File: config.mk
export PLATFORM = sky130hd
export DESIGN_NAME = ajrb_level
export DESIGN_NICKNAME = d
export VERILOG_FILES = /design/src/rtl/ajrb_pkg.sv /design/src/rtl/ajrb_level.sv
export SDC_FILE = /design/constraint.sdc
export NUM_CORES = 1
export LEC_CHECK = 0
export BUFFER_PORTS_ARGS = -buffer_cell sky130_fd_sc_hd__buf_4
export CORE_ASPECT_RATIO = 0.6
export CORE_MARGIN = 1
export CORE_UTILIZATION = 40
export CTS_CLUSTER_DIAMETER = 30
export DETAILED_ROUTE_END_ITERATION = 8
export PLACE_DENSITY = 0.69
export SYNTH_ARGS = -nofsm -noshare
export SYNTH_HDL_FRONTEND = slang
export SYNTH_SLANG_ARGS = --single-unit
File: constraint.sdc
create_clock -name clk -period 8.6 [get_ports clk]
set_input_delay 1.29 -clock clk [delete_from_list [all_inputs] [get_ports clk]]
set_output_delay 1.29 -clock clk [all_outputs]
set_load 0.05 [all_outputs]
File: src/rtl/ajrb_pkg.sv
// Shared constants, types and helpers for the audio jitter ring buffer.
// No dependencies; used by every module under rtl/.
package ajrb_pkg;

    localparam int DEPTH     = 131072;
    localparam int MAX_FRAME = 4096;

    localparam int ADDR_W      = $clog2(DEPTH);
    localparam int PTR_W       = $clog2(DEPTH + 1);
    localparam int SAMPLE_W    = 8;
    localparam int FRAME_LEN_W = 13;
    localparam int BUF_LEN_W   = 18;
    localparam int PREBUF_W    = 18;
    localparam int RSTART_W    = 17;
    localparam int FILL_W      = 18;
    localparam int KIND_W      = 2;
    localparam int CFG_IDX_W   = 2;
    localparam int CFG_DATA_W  = 18;

    localparam int RP_W   = (PTR_W > RSTART_W) ? PTR_W : RSTART_W;
    localparam int MAXA_W = (RP_W > FRAME_LEN_W) ? RP_W : FRAME_LEN_W;
    localparam int MAXB_W = (MAXA_W > PREBUF_W) ? MAXA_W : PREBUF_W;
    localparam int LVL_W  = MAXB_W + 2;

    localparam int LEVEL_MAX = (1 << FILL_W) - 1;

    localparam int IN_TDATA_W  = 24;
    localparam int IN_TUSER_W  = 2;
    localparam int OUT_TDATA_W = 32;
    localparam int OUT_TUSER_W = 2;

    localparam logic [BUF_LEN_W-1:0] RESET_BUFFER_LEN = BUF_LEN_W'(81920);
    localparam logic [PREBUF_W-1:0]  RESET_PREBUF     = PREBUF_W'(6400);
    localparam logic [RSTART_W-1:0]  RESET_READ_START = RSTART_W'(320);

    localparam logic [CFG_IDX_W-1:0] CFG_BUFFER_LEN = CFG_IDX_W'(0);
    localparam logic [CFG_IDX_W-1:0] CFG_PREBUF     = CFG_IDX_W'(1);
    localparam logic [CFG_IDX_W-1:0] CFG_READ_START = CFG_IDX_W'(2);

    typedef enum logic [KIND_W-1:0] {
        KIND_WRITE = 2'd0,
        KIND_READ  = 2'd1,
        KIND_FLUSH = 2'd2
    } kind_t;

    typedef enum logic [2:0] {
        ST_INIT,
        ST_IDLE,
        ST_DIFF,
        ST_LEVEL,
        ST_DECIDE,
        ST_RDATA,
        ST_CLEAR,
        ST_OUT
    } state_t;

    typedef struct packed {
        logic [PTR_W-1:0]       wp;
        logic [RP_W-1:0]        rp;
        logic [FRAME_LEN_W-1:0] flen;
        logic                   is_read;
        logic                   wrapped;
        logic [PTR_W-1:0]       len;
    } lvl_req_t;

    typedef struct packed {
        logic signed [LVL_W-1:0] lv;
        logic                    over;
    } lvl_rsp_t;

    typedef struct packed {
        logic                en;
        logic                we;
        logic [ADDR_W-1:0]   addr;
        logic [SAMPLE_W-1:0] wdata;
    } ram_req_t;

    // 0 acts as 1, anything above the store size acts as the store size
    function automatic logic [PTR_W-1:0] eff_len(input logic [BUF_LEN_W-1:0] v);
        logic [PTR_W-1:0] r;
        if (v == '0)
            r = PTR_W'(1);
        else if (32'(v) > 32'(DEPTH))
            r = PTR_W'(DEPTH);
        else
            r = PTR_W'(v);
        return r;
    endfunction

endpackage

File: src/rtl/ajrb_level.sv
// Two-stage fill level unit: pointer difference, then wrap correction.
// Depends on ajrb_pkg for the request and response structs.
module ajrb_level (
    input  logic               clk,
    input  ajrb_pkg::lvl_req_t req,
    output ajrb_pkg::lvl_rsp_t rsp
);

    localparam int LW = ajrb_pkg::LVL_W;

    logic [LW-1:0]        sum_u;
    logic [LW-1:0]        flen_used;
    logic signed [LW-1:0] diff_next;
    logic signed [LW-1:0] diff_reg;
    logic                 over_next;
    logic                 over_reg;
    logic                 wrapped_reg;
    logic [ajrb_pkg::PTR_W-1:0] len_reg;
    logic signed [LW-1:0] absd;
    logic signed [LW-1:0] lv_next;
    logic signed [LW-1:0] lv_reg;
    logic                 over2_reg;

    always_comb
    begin
        flen_used = req.is_read ? LW'(req.flen) : '0;
        sum_u     = LW'(req.rp) + LW'(req.flen);
        diff_next = signed'(LW'(req.wp) - (LW'(req.rp) + flen_used));
        over_next = sum_u > LW'(req.len);
    end

    always_ff @(posedge clk)
    begin
        diff_reg    <= diff_next;
        over_reg    <= over_next;
        wrapped_reg <= req.wrapped;
        len_reg     <= req.len;
    end

    always_comb
    begin
        absd    = (diff_reg < 0) ? -diff_reg : diff_reg;
        lv_next = wrapped_reg ? (signed'(LW'(len_reg)) - absd) : diff_reg;
    end

    always_ff @(posedge clk)
    begin
        lv_reg    <= lv_next;
        over2_reg <= over_reg;
    end

    assign rsp.lv   = lv_reg;
    assign rsp.over = over2_reg;

endmodule
Word level (Yosys, flattened, before mapping)

Index checks and enable logic that the tools add are counted.

Add/sub/neg operators: 5
$lt $le $gt $ge: 2
Mux-type cells: 3

Operators with widths:

| kind                                                         | count |
|---|---|
| two-way mux 20 bit                                           | 2 |
| adder 18 x 13 -> 19 bit                                      | 2 |
| less-than comparator 20 x 1 -> 1 bit (second input constant) | 1 |
| negation 20 bit                                              | 1 |
| subtractor 18 x 19 -> 20 bit                                 | 1 |
| subtractor 19 x 20 -> 20 bit                                 | 1 |
| greater-than comparator 19 x 18 -> 1 bit                     | 1 |
| two-way mux 13 bit                                           | 1 |

Register bits: 61
Input bits: 70
Output and inout port bits: 21
Logic and storage cells: 16

Depth between registers and ports, before layout

Word-level depth: 4
Gate-level depth with buffers: 16
Gate-level depth less buffers: 16

Worst setup path before layout

No wires, ideal clock.

Path type: input-to-reg
Start point: in req[20] (netlist bit)
End point: reg over_reg
Library setup time: 0.126 ns
Data arrival time: 4.077 ns
Data required time: 8.474 ns
Path slack: 4.398 ns
Stages: 16
Path buffers: 0
Path through: ha_1 fa_1 a21o_1 a21o_1 a21oi_1 o21ai_0 a21oi_1 xnor2_1 ha_1 a21o_1 a21o_1 a21oi_1 nor2_1 nor4bb_1 a221o_1 o211ai_1

Cells in the longest elaborated chain, start to end: 2

Ends and longest elaborated chain:

| element                                  | line             | source |
|---|---|---|
| start: declaration                       | ajrb_level.sv:5  | `input ajrb_pkg::lvl_req_t req,` |
| adder 18 x 13 -> 19 bit                  | ajrb_level.sv:27 | `sum_u = LW'(req.rp) + LW'(req.flen);` |
| greater-than comparator 19 x 18 -> 1 bit | ajrb_level.sv:29 | `over_next = sum_u > LW'(req.len);` |
| named net over_next                      | ajrb_level.sv:15 | `logic over_next;` |
| end signal: assignment                   | ajrb_level.sv:35 | `over_reg <= over_next;` |
| end: declaration                         | ajrb_level.sv:16 | `logic over_reg;` |

The timed path passes the listed nets, and every way through them passes these cells.

Worst setup path in the final report

Start point: in req[21] (netlist bit)
End point: reg over_reg

The elaborated chain is that of the path after synthesis.

==> impl_metrics.csv <==
group,metric,value,unit
die,dieHeight,91.3,µm
synthesis,synth_compound_area_frac,0.196,
cts,cts_buffers,9,
drt,avgRoutedWirePerCell,15.3,µm
sta,worst_pin_slew,0.956,ns
layout,nets,880,
drt,wirelength,13.7,mm
die,rows,32,
die,io_pins,91,
die,dieArea,0.0138,mm²
layout,regArea,0.00122,mm²
layout,antennaDiodeCount,0,
pwr,ir_drop,0.120,mV
placement,gp_congestion,0.903,
synthesis,synth_seq_area_share,0.229,
grt,overflow,0,
sta,setup_violations,0,
drt,wl_met3,905,µm
layout,drive_above_1_share,0.168,
pwr,p_leak,3.15,nW
layout,final_util,0.499,
layout,synthToLayoutAreaGrowth,21.0,%
job,maxCapViolCount,0,
die,initial_core_util,0.413,
grt,grt_pass1_wl,22.1,mm
placement,dpl_worst_slack,3.67,ns
synthesis,synth_top_cell_area_share,0.229,
grt,grt_use_total,0.204,
synthesis,synth_seq_cells,61,
drt,avgViaCountPerCell,5.29,
cts,cts_tree,"yes",
setup_path,critPathArrivalTime,4.87,ns
hold_path,worstHoldPathType,"flop to flop",
cts,cts_hold_buf,0,
synthesis,synthMuxAreaShare,0.0228,
grt,antenna_found_initial,0,
synthesis,synth_xor_area_frac,0.0988,
synthesis,synth_area_leaders,"dfxtp_1, ha_1, fa_1",
layout,fill_cells,1249,
synthesis,yosysMostFrequentCell,"ha_1",
drt,dr.max_layer_used,"met4",
synthesis,syn_inst,634,
layout,multi_input_area,0.00376,mm²
sta,slew_violations,0,
cts,cts.sinks,61,
synthesis,synth_edf_count,0,
die,die_x,151,µm
synthesis,synth_area_per_cell,8.39,µm²
run_status,status,"finished clean",
cts,htreeDepth,3,
synthesis,synth_top_family_by_area,"adder cells",
drt,drc,0,
grt,grt_max_degree,24,
pwr,finalPower,2.01,mW
setup_path,endpoint_kind,"flop",
synthesis,synthAdderAreaFrac,0.233,
cts,cts_setup_buffers,0,
synthesis,yosysWarnings,0,
synthesis,ys.flop_type,"dfxtp_1",
sta,relSlewSlack,0.346,
drt,route.met2.wl,5.69,mm
sta,finalWorstSetupSlack,3.93,ns
sta,fin_crit,4.67,ns
die,coreArea,0.0129,mm²
sta,max_freq,214,MHz
drt,firstDrtPassIters,4,
drt,ant_nets,0,
sta,clock_skew,0.00952,ns
setup_path,r2r_slack,4.88,ns
sta,timing.final.crit_share,0.542,
setup_path,crit_fanout,3,
sta,hold_violations,0,
setup_path,cp_data_required_time,8.81,ns
grt,first_global_vias,4488,
synthesis,synth.distinct_cells,65,
sta,grt_setup_unrepaired,"no",
drt,drt_iter0_drc,210,
synthesis,synthArstFlopShare,0,
synthesis,yosys.area_share.simple,0.157,
sta,tns,0,ns
pwr,p_per_area,313,mW/mm²
synthesis,synth_nets,794,
cts,cts-root-buf,"clkbuf_16",
placement,dp_hpwl,11.5,mm
synthesis,ys_top_cells_by_count,"ha_1, inv_1, dfxtp_1",
synthesis,synth_top_area_cell,"dfxtp_1",
drt,vias,4738,
placement,io_buffers,90,
cts,clock_latency,0.33,ns
cts,clk_pin_slew,0.05,ns
drt,wl_met1,6.99,mm
setup_path,start_kind,"primary input",
synthesis,synth.cell_area,0.00532,mm²
cts,max-clock-path-buffers,2,
setup_path,crit_type,"primary input to flop",
cts,cts_resized,0,
==> stage by stage <==
stage / cells / hold slack (ns) / cell area, µm²
global route: 895 / 0.359 / 6440
detailed placement: 879 / 0.354 / 6140
CTS: 895 / 0.362 / 6440
finish: 895 / 0.359 / 6440
global placement: 879 / 0.352 / 6140
floorplan: 634 / 0.310 / 5320
==> per-layer routing <==
layer,GRT usage,up-vias
li1,-,2399
met1,0.301,2181
met2,0.300,148
met3,0.0467,10
met4,0.0400,0
met5,0,-
==> final timing paths <==
check                            startpoint    endpoint  depth (start not counted)
worst min-delay path               over_reg   over2_reg                          0
worst max-delay path                req[21]    over_reg                         16
worst max register to register  diff_reg[4]  lv_reg[15]                         13
worst min register to register     over_reg   over2_reg                          0
==> cells by family after synthesis <==
family | after synthesis
AOI/OAI and AO/OA | 157
buffers and inverters | 87
DFF | 61
adders and majority gates | 90
muxes | 11
and+or+nand+nor | 168
xor gates and xnor gates | 60
==> worst max-delay path, stage by stage <==
cell and delay, ns:
buf_4 0.13, ha_1 0.29, a21oi_1 0.17, o21ai_0 0.13
a2111oi_0 0.84, nor3b_1 0.14, o21ai_0 0.30, nand2b_1 0.11
xor2_1 0.15, ha_1 0.30, a21o_1 0.17, a21oi_1 0.17
nor2_1 0.07, nor4bb_1 0.32, a221o_1 0.21, o211ai_1 0.08
==> where the power goes <==
group | leakage, nW | internal [mW] | switching [mW] | total (mW)
clock network | 0.138 | 0.223 | 0.128 | 0.351
logic | 2.50 | 0.502 | 0.693 | 1.19
registers | 0.515 | 0.383 | 0.0851 | 0.468
total | 3.15 | 1.11 | 0.906 | 2.01
==> cell type report <==
cell class | count | share of cell area
multi-input cells | 486 | 0.584
flip-flops and latches | 61 | 0.190
repair buffers | 91 | 0.106
inverters | 71 | 0.0414
clock buffers | 10 | 0.0356
well taps | 170 | 0.0330
clock inverters | 6 | 0.00991
==> cell usage in the layout (no fill, tap or decap), types with 3 or more instances in the layout <==
cell type,n
buf_4,91
o31ai_1,14
nand2_1,48
fa_1,15
mux2_2,9
o21ai_0,25
a21o_1,29
nor4_1,3
and2_1,4
dfxtp_1,61
xnor2_1,28
ha_1,75
inv_1,70
clkbuf_16,9
o21a_1,8
nor2_1,35
or3_1,4
a21oi_1,44
nor2b_1,6
nand4_1,9
o211ai_1,4
a211oi_1,3
xor2_1,32
nand2b_1,9
nor3_1,15
and3_1,8
nand3_1,14
Note: power is estimated with default switching activity, not from simulation.
